`config.mk`:
```
export PLATFORM = sky130hd
export DESIGN_NAME = texture_load_hazard_tracker
export DESIGN_NICKNAME = d
export VERILOG_FILES = /design/src/sv/thlt_pkg.sv /design/src/sv/thlt_front.sv /design/src/sv/thlt_queue.sv /design/src/sv/thlt_back.sv /design/src/sv/texture_load_hazard_tracker.sv
export VERILOG_INCLUDE_DIRS = /design/src /design/src/sv
export SDC_FILE = /design/constraint.sdc
export NUM_CORES = 2
export LEC_CHECK = 0
export ABC_AREA = 1
export BUFFER_PORTS_ARGS = -buffer_cell sky130_fd_sc_hd__buf_2
export CORE_MARGIN = 1.5
export CORE_UTILIZATION = 45
export CTS_BUF_LIST = sky130_fd_sc_hd__clkbuf_2
export CTS_CLUSTER_DIAMETER = 60
export DETAILED_ROUTE_END_ITERATION = 6
export GPL_ROUTABILITY_DRIVEN = 0
export GPL_TIMING_DRIVEN = 0
export HOLD_SLACK_MARGIN = 0.06
export PLACE_DENSITY_LB_ADDON = 0.08
export SLEW_MARGIN = 20
export SYNTH_ARGS = -nofsm -noshare
export SYNTH_HDL_FRONTEND = slang
export SYNTH_HIERARCHICAL = 1
export SYNTH_SLANG_ARGS = --single-unit
```
`constraint.sdc`:
```
create_clock -name aclk -period 13.4 [get_ports aclk]
set_input_delay 2.01 -clock aclk [delete_from_list [all_inputs] [get_ports aclk]]
set_output_delay 2.01 -clock aclk [all_outputs]
set_load 0.02 [all_outputs]
```
`src/sv/assert_macros.svh`:
```
// Assertion helpers shared by the texture load hazard tracker RTL.
`ifndef ASSERT_MACROS_SVH
`define ASSERT_MACROS_SVH

// Checks that a property holds at every rising clock edge outside reset.
`define THLT_ASSERT(label, clk, rstn, prop, msg) \
    label: assert property (@(posedge clk) disable iff (!rstn) (prop)) else $error(msg);

// Checks that a condition never holds outside reset.
`define THLT_NEVER(label, clk, rstn, cond, msg) \
    label: assert property (@(posedge clk) disable iff (!rstn) !(cond)) else $error(msg);

`endif

```
`src/sv/thlt_pkg.sv`:
```
// ----------------------------------------------------------------------------
// thlt_pkg
// Shared types and command codes of the texture load hazard tracker.
// ----------------------------------------------------------------------------
package thlt_pkg;

    // Command codes, carried in bits 5..0 of s_tdata (cmd_code).
    localparam logic [5:0] CMD_SET_COLOR     = 6'h3f;
    localparam logic [5:0] CMD_SET_DEPTH     = 6'h3e;
    localparam logic [5:0] CMD_SET_TEXTURE   = 6'h3d;
    localparam logic [5:0] CMD_SET_SCISSOR   = 6'h2d;
    localparam logic [5:0] CMD_DRAW_FIRST    = 6'h08;
    localparam logic [5:0] CMD_DRAW_LAST     = 6'h0f;
    localparam logic [5:0] CMD_TEX_RECT      = 6'h24;
    localparam logic [5:0] CMD_TEX_RECT_FLIP = 6'h25;
    localparam logic [5:0] CMD_FILL_RECT     = 6'h36;
    localparam logic [5:0] CMD_LOAD_BLOCK    = 6'h33;
    localparam logic [5:0] CMD_LOAD_TILE     = 6'h34;
    localparam logic [5:0] CMD_LOAD_TLUT     = 6'h30;

    localparam logic [10:0] SCISSOR_ROWS_RESET = 11'd240;

    // What the back end has to do with a queued word.
    localparam logic [1:0] KIND_NONE  = 2'd0;
    localparam logic [1:0] KIND_DRAW  = 2'd1;
    localparam logic [1:0] KIND_LOAD  = 2'd2;
    localparam logic [1:0] KIND_FLUSH = 2'd3;

    localparam int QUEUE_DEPTH = 4;
    localparam int QUEUE_AW    = 2;
    localparam int QUEUE_CW    = 3;

    // Byte ranges of one command. For a draw, range 0 is color and range 1
    // is depth; for a load only range 0 is used.
    typedef struct packed {
        logic [1:0]  kind;
        logic [31:0] lo0;
        logic [31:0] hi0;
        logic [31:0] lo1;
        logic [31:0] hi1;
    } range_entry_t;

endpackage

```
`src/sv/thlt_front.sv`:
```
// ----------------------------------------------------------------------------
// thlt_front
// Decodes commands, keeps the image shadow and computes the byte ranges.
// ----------------------------------------------------------------------------
module thlt_front import thlt_pkg::*; (
    input  logic         aclk,
    input  logic         aresetn,
    input  logic         in_valid,
    output logic         in_ready,
    input  logic         req_type,
    input  logic [5:0]   cmd_code,
    input  logic [31:0]  word0,
    input  logic [31:0]  word1,
    output logic         q_wr_valid,
    input  logic         q_wr_ready,
    output range_entry_t q_wr_data
);

    function automatic logic [31:0] pix_bytes(input logic [23:0] pix, input logic [1:0] size);
        logic [26:0] shifted;
        shifted = {3'b000, pix} << size;
        return {6'b000000, shifted[26:1]};
    endfunction

    logic [23:0] color_base_reg;
    logic [10:0] color_width_reg;
    logic [1:0]  color_psize_reg;
    logic [23:0] depth_base_reg;
    logic [23:0] tex_base_reg;
    logic [10:0] tex_width_reg;
    logic [1:0]  tex_psize_reg;
    logic [10:0] scissor_rows_reg;

    logic        a_valid_reg, a_valid_next;
    logic [1:0]  a_kind_reg, a_kind_next;
    logic [1:0]  a_psize_reg, a_psize_next;
    logic [23:0] a_base_reg, a_base_next;
    logic [23:0] a_depth_reg;
    logic [22:0] a_prod_a_reg, a_prod_a_next;
    logic [22:0] a_prod_b_reg, a_prod_b_next;
    logic [12:0] a_off_lo_reg, a_off_lo_next;
    logic [12:0] a_off_hi_reg, a_off_hi_next;

    logic        accept;
    logic        is_block;
    logic [10:0] mul_x;
    logic [11:0] mul_ya, mul_yb;

    assign in_ready = !a_valid_reg || q_wr_ready;
    assign accept   = in_valid && in_ready;

    always_comb begin
        a_kind_next = KIND_NONE;
        is_block    = 1'b0;
        case (cmd_code) inside
            [CMD_DRAW_FIRST:CMD_DRAW_LAST], CMD_TEX_RECT, CMD_TEX_RECT_FLIP,
            CMD_FILL_RECT: begin
                a_kind_next = KIND_DRAW;
            end
            CMD_LOAD_BLOCK: begin
                a_kind_next = KIND_LOAD;
                is_block    = 1'b1;
            end
            CMD_LOAD_TILE, CMD_LOAD_TLUT: begin
                a_kind_next = KIND_LOAD;
            end
            default: begin
                a_kind_next = KIND_NONE;
            end
        endcase
        if (req_type) begin
            a_kind_next = KIND_FLUSH;
        end
    end

    // A draw multiplies width by scissor rows; a load multiplies the texture
    // width by its first and last row (a block uses one row for both ends).
    always_comb begin
        if (a_kind_next == KIND_DRAW) begin
            mul_x  = color_width_reg;
            mul_ya = {1'b0, scissor_rows_reg};
            mul_yb = {1'b0, scissor_rows_reg};
        end else if (is_block) begin
            mul_x  = tex_width_reg;
            mul_ya = word0[11:0];
            mul_yb = word0[11:0];
        end else begin
            mul_x  = tex_width_reg;
            mul_ya = {2'b00, word0[11:2]};
            mul_yb = {2'b00, word1[11:2]} + 12'd1;
        end
        a_prod_a_next = {12'd0, mul_x} * {11'd0, mul_ya};
        a_prod_b_next = {12'd0, mul_x} * {11'd0, mul_yb};
        a_off_lo_next = is_block ? {1'b0, word0[23:12]} : 13'd0;
        a_off_hi_next = is_block ? ({1'b0, word1[23:12]} + 13'd1) : 13'd0;
        a_psize_next  = (a_kind_next == KIND_DRAW) ? color_psize_reg : tex_psize_reg;
        a_base_next   = (a_kind_next == KIND_DRAW) ? color_base_reg : tex_base_reg;
        a_valid_next  = accept ? 1'b1 : (q_wr_ready ? 1'b0 : a_valid_reg);
    end

    always_ff @(posedge aclk) begin
        if (!aresetn) begin
            color_base_reg   <= '0;
            color_width_reg  <= '0;
            color_psize_reg  <= '0;
            depth_base_reg   <= '0;
            tex_base_reg     <= '0;
            tex_width_reg    <= '0;
            tex_psize_reg    <= '0;
            scissor_rows_reg <= SCISSOR_ROWS_RESET;
        end else if (accept && !req_type) begin
            case (cmd_code)
                CMD_SET_COLOR: begin
                    color_psize_reg <= word0[20:19];
                    color_width_reg <= {1'b0, word0[9:0]} + 11'd1;
                    color_base_reg  <= word1[23:0];
                end
                CMD_SET_DEPTH: begin
                    depth_base_reg <= word1[23:0];
                end
                CMD_SET_TEXTURE: begin
                    tex_psize_reg <= word0[20:19];
                    tex_width_reg <= {1'b0, word0[9:0]} + 11'd1;
                    tex_base_reg  <= word1[23:0];
                end
                CMD_SET_SCISSOR: begin
                    scissor_rows_reg <= {1'b0, word1[11:2]} + 11'd1;
                end
                default: begin
                end
            endcase
        end
    end

    always_ff @(posedge aclk) begin
        if (!aresetn) begin
            a_valid_reg <= 1'b0;
        end else begin
            a_valid_reg <= a_valid_next;
        end
    end

    always_ff @(posedge aclk) begin
        if (accept) begin
            a_kind_reg   <= a_kind_next;
            a_psize_reg  <= a_psize_next;
            a_base_reg   <= a_base_next;
            a_depth_reg  <= depth_base_reg;
            a_prod_a_reg <= a_prod_a_next;
            a_prod_b_reg <= a_prod_b_next;
            a_off_lo_reg <= a_off_lo_next;
            a_off_hi_reg <= a_off_hi_next;
        end
    end

    // Second step: turn pixel counts into byte addresses.
    logic [23:0] pix_lo, pix_hi;
    logic [31:0] base32, depth32;

    always_comb begin
        pix_lo  = {1'b0, a_prod_a_reg} + {11'd0, a_off_lo_reg};
        pix_hi  = {1'b0, a_prod_b_reg} + {11'd0, a_off_hi_reg};
        base32  = {8'd0, a_base_reg};
        depth32 = {8'd0, a_depth_reg};
        q_wr_data.kind = a_kind_reg;
        if (a_kind_reg == KIND_DRAW) begin
            q_wr_data.lo0 = base32;
            q_wr_data.hi0 = base32 + pix_bytes({1'b0, a_prod_a_reg}, a_psize_reg);
            q_wr_data.lo1 = depth32;
            q_wr_data.hi1 = depth32 + {8'd0, a_prod_a_reg, 1'b0};
        end else begin
            q_wr_data.lo0 = base32 + pix_bytes(pix_lo, a_psize_reg);
            q_wr_data.hi0 = base32 + pix_bytes(pix_hi, a_psize_reg) + 32'd8;
            q_wr_data.lo1 = q_wr_data.lo0;
            q_wr_data.hi1 = q_wr_data.hi0;
        end
    end

    assign q_wr_valid = a_valid_reg;

    `include "assert_macros.svh"

    `THLT_ASSERT(a_hold_on_stall, aclk, aresetn, a_valid_reg && !q_wr_ready |=> a_valid_reg && $stable(a_kind_reg) && $stable(a_prod_a_reg), "front stage lost a stalled command")
    `THLT_NEVER(scissor_zero, aclk, aresetn, scissor_rows_reg == 11'd0, "scissor row count is zero")

endmodule

```
`src/sv/thlt_queue.sv`:
```
// ----------------------------------------------------------------------------
// thlt_queue
// Short queue of computed ranges between the front and the back end.
// ----------------------------------------------------------------------------
module thlt_queue import thlt_pkg::*; (
    input  logic         aclk,
    input  logic         aresetn,
    input  logic         wr_valid,
    output logic         wr_ready,
    input  range_entry_t wr_data,
    output logic         rd_valid,
    input  logic         rd_ready,
    output range_entry_t rd_data
);

    range_entry_t mem [QUEUE_DEPTH];

    logic [QUEUE_AW-1:0] wr_ptr_reg, rd_ptr_reg;
    logic [QUEUE_CW-1:0] count_reg, count_next;
    logic                push, pop;

    assign wr_ready = (count_reg != QUEUE_CW'(QUEUE_DEPTH));
    assign rd_valid = (count_reg != '0);
    assign push     = wr_valid && wr_ready;
    assign pop      = rd_valid && rd_ready;
    assign rd_data  = mem[rd_ptr_reg];

    always_comb begin
        count_next = count_reg;
        if (push && !pop) begin
            count_next = count_reg + QUEUE_CW'(1);
        end else if (pop && !push) begin
            count_next = count_reg - QUEUE_CW'(1);
        end
    end

    always_ff @(posedge aclk) begin
        if (!aresetn) begin
            wr_ptr_reg <= '0;
            rd_ptr_reg <= '0;
            count_reg  <= '0;
        end else begin
            if (push) begin
                wr_ptr_reg <= wr_ptr_reg + QUEUE_AW'(1);
            end
            if (pop) begin
                rd_ptr_reg <= rd_ptr_reg + QUEUE_AW'(1);
            end
            count_reg <= count_next;
        end
    end

    always_ff @(posedge aclk) begin
        if (push) begin
            mem[wr_ptr_reg] <= wr_data;
        end
    end

    `include "assert_macros.svh"

    `THLT_NEVER(count_over, aclk, aresetn, count_reg > QUEUE_CW'(QUEUE_DEPTH), "queue count above depth")
    `THLT_ASSERT(count_step, aclk, aresetn, push && !pop |=> count_reg == $past(count_reg) + QUEUE_CW'(1), "queue count did not follow a push")

endmodule

```
`src/sv/thlt_back.sv`:
```
// ----------------------------------------------------------------------------
// thlt_back
// Keeps the pending draw and load ranges, widens them and flags overlaps.
// ----------------------------------------------------------------------------
module thlt_back import thlt_pkg::*; (
    input  logic         aclk,
    input  logic         aresetn,
    input  logic         q_rd_valid,
    output logic         q_rd_ready,
    input  range_entry_t q_rd_data,
    output logic         out_valid,
    input  logic         out_ready,
    output logic         out_wait
);

    logic [31:0] pend_lo_reg [2];
    logic [31:0] pend_hi_reg [2];
    logic [1:0]  pend_valid_reg;
    logic [31:0] load_lo_reg, load_hi_reg;
    logic        load_valid_reg;
    logic        out_valid_reg, out_wait_reg;

    logic        pop;
    logic        wait_next;
    logic [31:0] rlo [2];
    logic [31:0] rhi [2];

    assign q_rd_ready = !out_valid_reg || out_ready;
    assign pop        = q_rd_valid && q_rd_ready;
    assign rlo[0]     = q_rd_data.lo0;
    assign rhi[0]     = q_rd_data.hi0;
    assign rlo[1]     = q_rd_data.lo1;
    assign rhi[1]     = q_rd_data.hi1;

    always_comb begin
        wait_next = 1'b0;
        case (q_rd_data.kind)
            KIND_DRAW: begin
                for (int k = 0; k < 2; k++) begin
                    if (load_valid_reg && rlo[k] < load_hi_reg && rhi[k] > load_lo_reg) begin
                        wait_next = 1'b1;
                    end
                end
            end
            KIND_LOAD: begin
                for (int k = 0; k < 2; k++) begin
                    if (pend_valid_reg[k] && rlo[0] < pend_hi_reg[k]
                        && rhi[0] > pend_lo_reg[k]) begin
                        wait_next = 1'b1;
                    end
                end
            end
            default: begin
                wait_next = 1'b0;
            end
        endcase
    end

    always_ff @(posedge aclk) begin
        if (!aresetn) begin
            pend_valid_reg <= '0;
            load_valid_reg <= 1'b0;
        end else if (pop) begin
            case (q_rd_data.kind)
                KIND_DRAW: begin
                    pend_valid_reg <= 2'b11;
                end
                KIND_LOAD: begin
                    load_valid_reg <= 1'b1;
                end
                KIND_FLUSH: begin
                    pend_valid_reg <= '0;
                    load_valid_reg <= 1'b0;
                end
                default: begin
                end
            endcase
        end
    end

    // An empty tracker takes the new range as it is.
    always_ff @(posedge aclk) begin
        if (pop && q_rd_data.kind == KIND_DRAW) begin
            for (int k = 0; k < 2; k++) begin
                if (!pend_valid_reg[k] || rlo[k] < pend_lo_reg[k]) begin
                    pend_lo_reg[k] <= rlo[k];
                end
                if (!pend_valid_reg[k] || rhi[k] > pend_hi_reg[k]) begin
                    pend_hi_reg[k] <= rhi[k];
                end
            end
        end
        if (pop && q_rd_data.kind == KIND_LOAD) begin
            if (!load_valid_reg || rlo[0] < load_lo_reg) begin
                load_lo_reg <= rlo[0];
            end
            if (!load_valid_reg || rhi[0] > load_hi_reg) begin
                load_hi_reg <= rhi[0];
            end
        end
    end

    always_ff @(posedge aclk) begin
        if (!aresetn) begin
            out_valid_reg <= 1'b0;
        end else if (pop) begin
            out_valid_reg <= 1'b1;
        end else if (out_ready) begin
            out_valid_reg <= 1'b0;
        end
    end

    always_ff @(posedge aclk) begin
        if (pop) begin
            out_wait_reg <= wait_next;
        end
    end

    assign out_valid = out_valid_reg;
    assign out_wait  = out_wait_reg;

    `include "assert_macros.svh"

    `THLT_ASSERT(flush_clears, aclk, aresetn, pop && q_rd_data.kind == KIND_FLUSH |=> pend_valid_reg == 2'b00 && !load_valid_reg, "flush left a range marked valid")
    `THLT_ASSERT(load_idle_no_wait, aclk, aresetn, pop && q_rd_data.kind == KIND_LOAD && pend_valid_reg == 2'b00 |=> !out_wait_reg, "load waited with no pending draw")

endmodule

```
`src/sv/texture_load_hazard_tracker.sv`:
```
// ----------------------------------------------------------------------------
// texture_load_hazard_tracker
// Flags graphics commands that conflict with buffered draws or texture loads.
// ----------------------------------------------------------------------------
// The slave channel takes one word per command: a command code with its two
// command words, or a flush marker in s_tuser that clears every tracked range.
// The master channel returns one word per accepted input, in order, whose
// bit 0 is set when the command overlaps buffered work and has to wait.
// A word's result passes through the front stage register, the queue and the
// output register before m_tvalid shows it. The block takes one word every
// cycle while the receiver keeps up: the front end multiplies in one step and
// forms byte ranges in the next, a four-entry queue follows, and the back end
// compares and widens the ranges into the output register.
// Reset clears all ranges and sets the image shadow to its default, with 240
// scissor rows. When m_tready is low the output register holds its word, the
// queue fills, and s_tready drops once the queue and front stage are full.
// ----------------------------------------------------------------------------
module texture_load_hazard_tracker import thlt_pkg::*; (
    input  logic        aclk,
    input  logic        aresetn,
    input  logic        s_tvalid,
    output logic        s_tready,
    input  logic [71:0] s_tdata,   // cmd_code[5:0], word0[37:6], word1[69:38], zero pad
    input  logic        s_tuser,   // req_type
    output logic        m_tvalid,
    input  logic        m_tready,
    output logic [7:0]  m_tdata    // must_wait[0], zero pad
);

    logic         q_wr_valid, q_wr_ready;
    range_entry_t q_wr_data;
    logic         q_rd_valid, q_rd_ready;
    range_entry_t q_rd_data;
    logic         must_wait;

    thlt_front u_front (
        .aclk       (aclk),
        .aresetn    (aresetn),
        .in_valid   (s_tvalid),
        .in_ready   (s_tready),
        .req_type   (s_tuser),
        .cmd_code   (s_tdata[5:0]),
        .word0      (s_tdata[37:6]),
        .word1      (s_tdata[69:38]),
        .q_wr_valid (q_wr_valid),
        .q_wr_ready (q_wr_ready),
        .q_wr_data  (q_wr_data)
    );

    thlt_queue u_queue (
        .aclk     (aclk),
        .aresetn  (aresetn),
        .wr_valid (q_wr_valid),
        .wr_ready (q_wr_ready),
        .wr_data  (q_wr_data),
        .rd_valid (q_rd_valid),
        .rd_ready (q_rd_ready),
        .rd_data  (q_rd_data)
    );

    thlt_back u_back (
        .aclk       (aclk),
        .aresetn    (aresetn),
        .q_rd_valid (q_rd_valid),
        .q_rd_ready (q_rd_ready),
        .q_rd_data  (q_rd_data),
        .out_valid  (m_tvalid),
        .out_ready  (m_tready),
        .out_wait   (must_wait)
    );

    assign m_tdata = {7'd0, must_wait};

endmodule
```
Word-level counts from Yosys, hierarchy flattened
Memories as Yosys holds them, arrays and structs flattened. A register that Yosys moved wholly into a read port is not among the register bits.
Index checks and enable logic that the tools add are counted.

storage, ports and cells
  register bits = 310
  bits in writable memories = 648
  bits of input ports = 77
  memories = 3
  output and inout bits = 10

cells by class
  reductions and logical operators = 49
  $lt $le $gt $ge = 16
  equality and inequality tests = 16
  muxes and demuxes = 43
  multipliers = 2
  add/sub/neg operators = 15
  shift-type cells = 3

memory list
  memory              depth  bits a word  read ports  clocked after memory_dff  wr ports  RTL line          RTL
  u_queue.mem         4      130          1           1                         1         thlt_queue.sv:16  range_entry_t mem [QUEUE_DEPTH];
  u_back.pend_hi_reg  2      32           2           0                         2         thlt_back.sv:17   logic [31:0] pend_hi_reg [2];
  u_back.pend_lo_reg  2      32           2           0                         2         thlt_back.sv:16   logic [31:0] pend_lo_reg [2];

operators by type and width
  cell                                                  number
  > comparator 32 bit                                   7
  less-than comparator 32 bit                           7
  two-way mux 128 bit                                   1
  adder 24 x 26 -> 27 bit                               3
  equality test 6 bit (second input constant)           10
  left shift 24 x 2 -> 27 bit                           2
  adder 23 x 13 -> 24 bit                               2
  two-way mux 12 bit                                    4
  multiplier 11 x 12 -> 23 bit                          2
  adder 10 x 1 -> 11 bit (second input constant)        3
  adder 32 x 4 -> 32 bit (second input constant)        1
  left shift 23 x 2 -> 27 bit                           1
  adder 24 x 24 -> 25 bit                               1
  two-way mux 1 bit                                     24
  two-way mux 24 bit                                    1
  logical AND 1 bit                                     17
  AND reduction 2 bit                                   8
  two-way mux 2 bit                                     7
  adder 12 x 1 -> 13 bit (second input constant)        1
  two-way mux 11 bit                                    1
  nonzero test 2 bit                                    5
  logical NOT 1 bit                                     8
  logical OR 1 bit                                      8
  equality test 2 x 1 -> 1 bit (second input constant)  3
  other kinds (13)                                      17

Depth between registers and ports, before layout
  depth in word-level cells = 9
  depth in mapped cells = 37
  gate-level depth less buffers = 35

Hierarchy
Netlist, hierarchy kept.

modules (own cells, without submodules)
  module                       area an instance (um^2)  cells an instance  sequential area each (um^2)  instances
  thlt_front                   27018.4                  3724               5895.7                       1
  thlt_queue                   19761.5                  1325               15795.1                      1
  thlt_back                    16482.1                  1775               5855.6                       1
  texture_load_hazard_tracker  63.8                     9                  0.0                          1

Least setup slack after synthesis
No wires, ideal clock.

  kind = input -> register
  start = input port s_tdata[5]
  end = register u_front.a_prod_b_reg[18], data pin
  data required time = 13.142 ns
  setup slack = 5.787 ns
  library setup time = 0.258 ns
  stages on the path = 29
  data arrival time = 7.354 ns
  cells stage by stage = nand2_1 inv_2 nand3_2 nand3_1 nand2_2 nor2_8 inv_4 buf_2 or2_1 o21ai_2 inv_1 nand2_1 fa_1 fa_1 inv_1 fa_1 fa_1 inv_1 fa_1 inv_1 ha_1 nand2_1 nor2_1 nand2_1 o211ai_1 nor2_1 o21ai_0 a21oi_1 xnor2_1

between the ends
  word-level cells in the longest chain between the ends = 9
  elaborated cells between the ends (all ways) = 22
  classes of those cells = mul (1); order compare (2); eq/ne (7); mux (9); reduce/logical (3)

RTL lines
  element                                                                                             RTL line                           RTL
  start: declaration                                                                                  texture_load_hazard_tracker.sv:23  input logic [71:0] s_tdata,
  parallel branches: the longest is 8 deep, another holds greater-or-equal comparator 6 x 4 -> 1 bit  --
  multiplier 11 x 12 -> 23 bit *                                                                      thlt_front.sv:93                   a_prod_b_next = {12'd0, mul_x} * {11'd0, mul_yb};
  via u_front.a_prod_b_next[18]                                                                       thlt_front.sv:40                   logic [22:0] a_prod_b_reg, a_prod_b_next;
  end signal: assignment                                                                              thlt_front.sv:150                  a_prod_b_reg <= a_prod_b_next;
  end: declaration                                                                                    thlt_front.sv:40

Mark *: on every way through the listed nets, which the timed path passes.
A chain may end at the register's enable or synchronous reset.

Final worst setup path
  start = input port s_tdata[5]
  end = register u_front.a_prod_b_reg[16], data pin

The elaborated chain is that of the path after synthesis.

==> run metrics <==
number of clock sinks seen by CTS=958; number of warnings reported in the yosys synthesis log=6; num rows=137; time the final worst path needs with I/O delays and setup=7.71 ns; post-CTS sizing=0; wire length reported by the detailed router=211 mm; Critical-path top delay cell=sky130_fd_sc_hd__fa_1; fmax=0.130 GHz; # port buffers=61; worst ir drop on vdd=0.0812 mV; post-CTS repair timing setup buffer count=0; pre-CTS setup slack=4.22 ns; Buf/Inv on CP=8; Std-Cell Core Area=140000 µm²; kind of capture point of the worst setup path=register; proportion of synthesized chip area in sequential cells=0.435; vias in the first global route=50785; die width=378 µm; area of the die=143000 µm²; post-synthesis to final-layout area growth=10.1%; total I/O pin count=87; final setup skew=0.203 ns; clock tree from TritonCTS=built; number of nets with antenna violations after routing=0; clock edge transition at the registers on the reported setup and hold paths=0.11 ns; number of setup violations in the final report=0; wire per inst=22.7 µm; number of detailed-route iterations in the first pass=6; final worst hold slack=0.417 ns; count of placed standard cells in the final layout, fillers left out=9302; initial antenna violation count=4; Synth Register Bits=958; required time reported for the critical path endpoint=14.80 ns; # Max-Cap Violations=0; Initial DRC Count=4739; via density per instance=5.55; initial core utilization=0.454; data arrival time of the critical path=9.11 ns; total track usage=0.296; Final Util=0.500; leakage power figure=0.0312 µW; mapped cell area=63300 µm²; type of the worst min-delay path=register to register; Final Hold Viols=0; first-pass GRT wire length=312 mm; Skew-Pair Late Insertion Delay=1.63 ns; Worst-Margin Slew=1.29 ns; maximum clock path buffer count=4; master cell of the clock root buffer=sky130_fd_sc_hd__clkbuf_2; aggregate global routing overflow=0; library cell with the highest instance count after synthesis=sky130_fd_sc_hd__nand2_1; maximum number of pins on one net before global-route repair=78; Crit path top cell by count=sky130_fd_sc_hd__nand2_1; post-layout net count=8222; number of levels in the clock H-tree=5; overall die height=378 µm; Gate Count Post-Synth=6833; status=finished, final reports clean; Worst Path Max Fanout=10; unrepaired setup endpoints after global routing=no; number of enable flip-flop cells after synthesis=836; final total negative setup slack=0 ns; max-slew violation total from the final report=0; period utilization=0.576; cell family contributing the most delay on the critical path=adder cells; list of most frequent post-synthesis cells=1215 x sky130_fd_sc_hd__nand2_1, 836 x sky130_fd_sc_hd__edfxtp_1, 773 x sky130_fd_sc_hd__inv_1; Main synth FF type=sky130_fd_sc_hd__edfxtp_1; Async SR Flop Fraction=0; fin worst setup slack=5.69 ns; number of hold-repair buffers added at the cts stage=0; area share of the largest cell type after synthesis=0.396; Largest register FFs=520; CTS Buf Count=276; peak per-stage delay on the critical path=0.57 ns; residual DRC count=0; share of layout cells above drive strength 1=0.102; critical path launch point type=input pin; Critical Setup Path Class=input pin to register; Syn Area/Cell=9.27 µm²; total placed cells including tap cells=8837; Power Dens Cells=187 nW/µm²; leading post-synthesis cells by cell area=sky130_fd_sc_hd__edfxtp_1 40%, sky130_fd_sc_hd__ha_1 14%, sky130_fd_sc_hd__nand2_1 7.2%; Max-slew headroom=0.128; estimated wirelength of the detail-placed design=166 mm; cell type with the largest total area after synthesis=sky130_fd_sc_hd__edfxtp_1; via count=51614; count of cell types in the netlist=67
[worst register-to-register path: cells and delay by family (launching register included)]
kind	cells	cell delay, ns
flip-flops	1	0.32
adder cells (fa/ha/maj)	6	2.98
AND/OR/NAND/NOR	8	1.22
AO/OA/AOI/OAI	3	0.71
XOR/XNOR	1	0.26
buffers and inverters	4	0.72
[final timing paths]
kind	start	to	slack [ns]	cells past startpoint
worst min-delay path	u_front/depth_base_reg[23]	u_front/a_depth_reg[23]	0.42	0
worst min register to register	u_front/depth_base_reg[23]	u_front/a_depth_reg[23]	0.42	0
worst max register to register	u_front/tex_width_reg[8]	u_front/a_prod_b_reg[16]	7.08	22
worst max-delay path	s_tdata[5]	u_front/a_prod_b_reg[16]	5.69	29
[layout by cell type, fill, tap and decap left out, types with 89 or more instances in the layout]
cell                       netlist  layout
sky130_fd_sc_hd__o21ai_0       569     562
sky130_fd_sc_hd__buf_2          35      97
sky130_fd_sc_hd__dfxtp_1       122     122
sky130_fd_sc_hd__ha_1          718     718
sky130_fd_sc_hd__a21oi_1       553     547
sky130_fd_sc_hd__nor2_1        667     663
sky130_fd_sc_hd__edfxtp_1      836     836
sky130_fd_sc_hd__nand2_1      1215    1215
sky130_fd_sc_hd__inv_1         773     772
sky130_fd_sc_hd__o22ai_1       131      89
sky130_fd_sc_hd__clkbuf_2        6     400
sky130_fd_sc_hd__fa_1          185     185
sky130_fd_sc_hd__clkbuf_1      111     111
sky130_fd_sc_hd__o21ai_1       107     114
sky130_fd_sc_hd__nand3_1       214     214
[cell families after synthesis]
family	synth area share
fa+ha+maj	0.200
compound gates	0.129
buf+inv	0.0675
xor+xnor	0.0141
simple gates	0.150
mux	0.00458
other cells	0.000119
flops	0.435
[power breakdown]
part	switching, µW	leakage, µW	internal [µW]
clock network	1230	0.00181	873
registers	156	0.00874	3940
logic	4700	0.0206	2130
total	6090	0.0312	6940
[area by class of cell]
type                       count  area, µm²
timing repair buffer         106       1220
buffer                       220       1230
sequential                   958      27500
clock buffer                 394       1970
multi-input combinational   4874      32000
fill                       13279      69800
clock inverter                54        342
inverter                     806       3050
antenna                       14       35.0
tap                         1876       2350
[layer usage]
metal	GRT usage	part of all wire	wire (µm)
met1	0.380	0.42	88500
met2	0.486	0.46	98000
met3	0.0477	0.065	13700
met4	0.144	0.052	11100
met5	0	0.000062	13
[metrics by stage]
stage / area (µm²) / power (µW)
2_1_floorplan: 63400 / 8300
3_3_place_gp: 66100 / 10600
3_5_place_dp: 67300 / 10900
4_1_cts: 69600 / 13100
5_1_grt: 69700 / 14000
6_report: 69700 / 13000
Power figures use the tool's default switching activity.
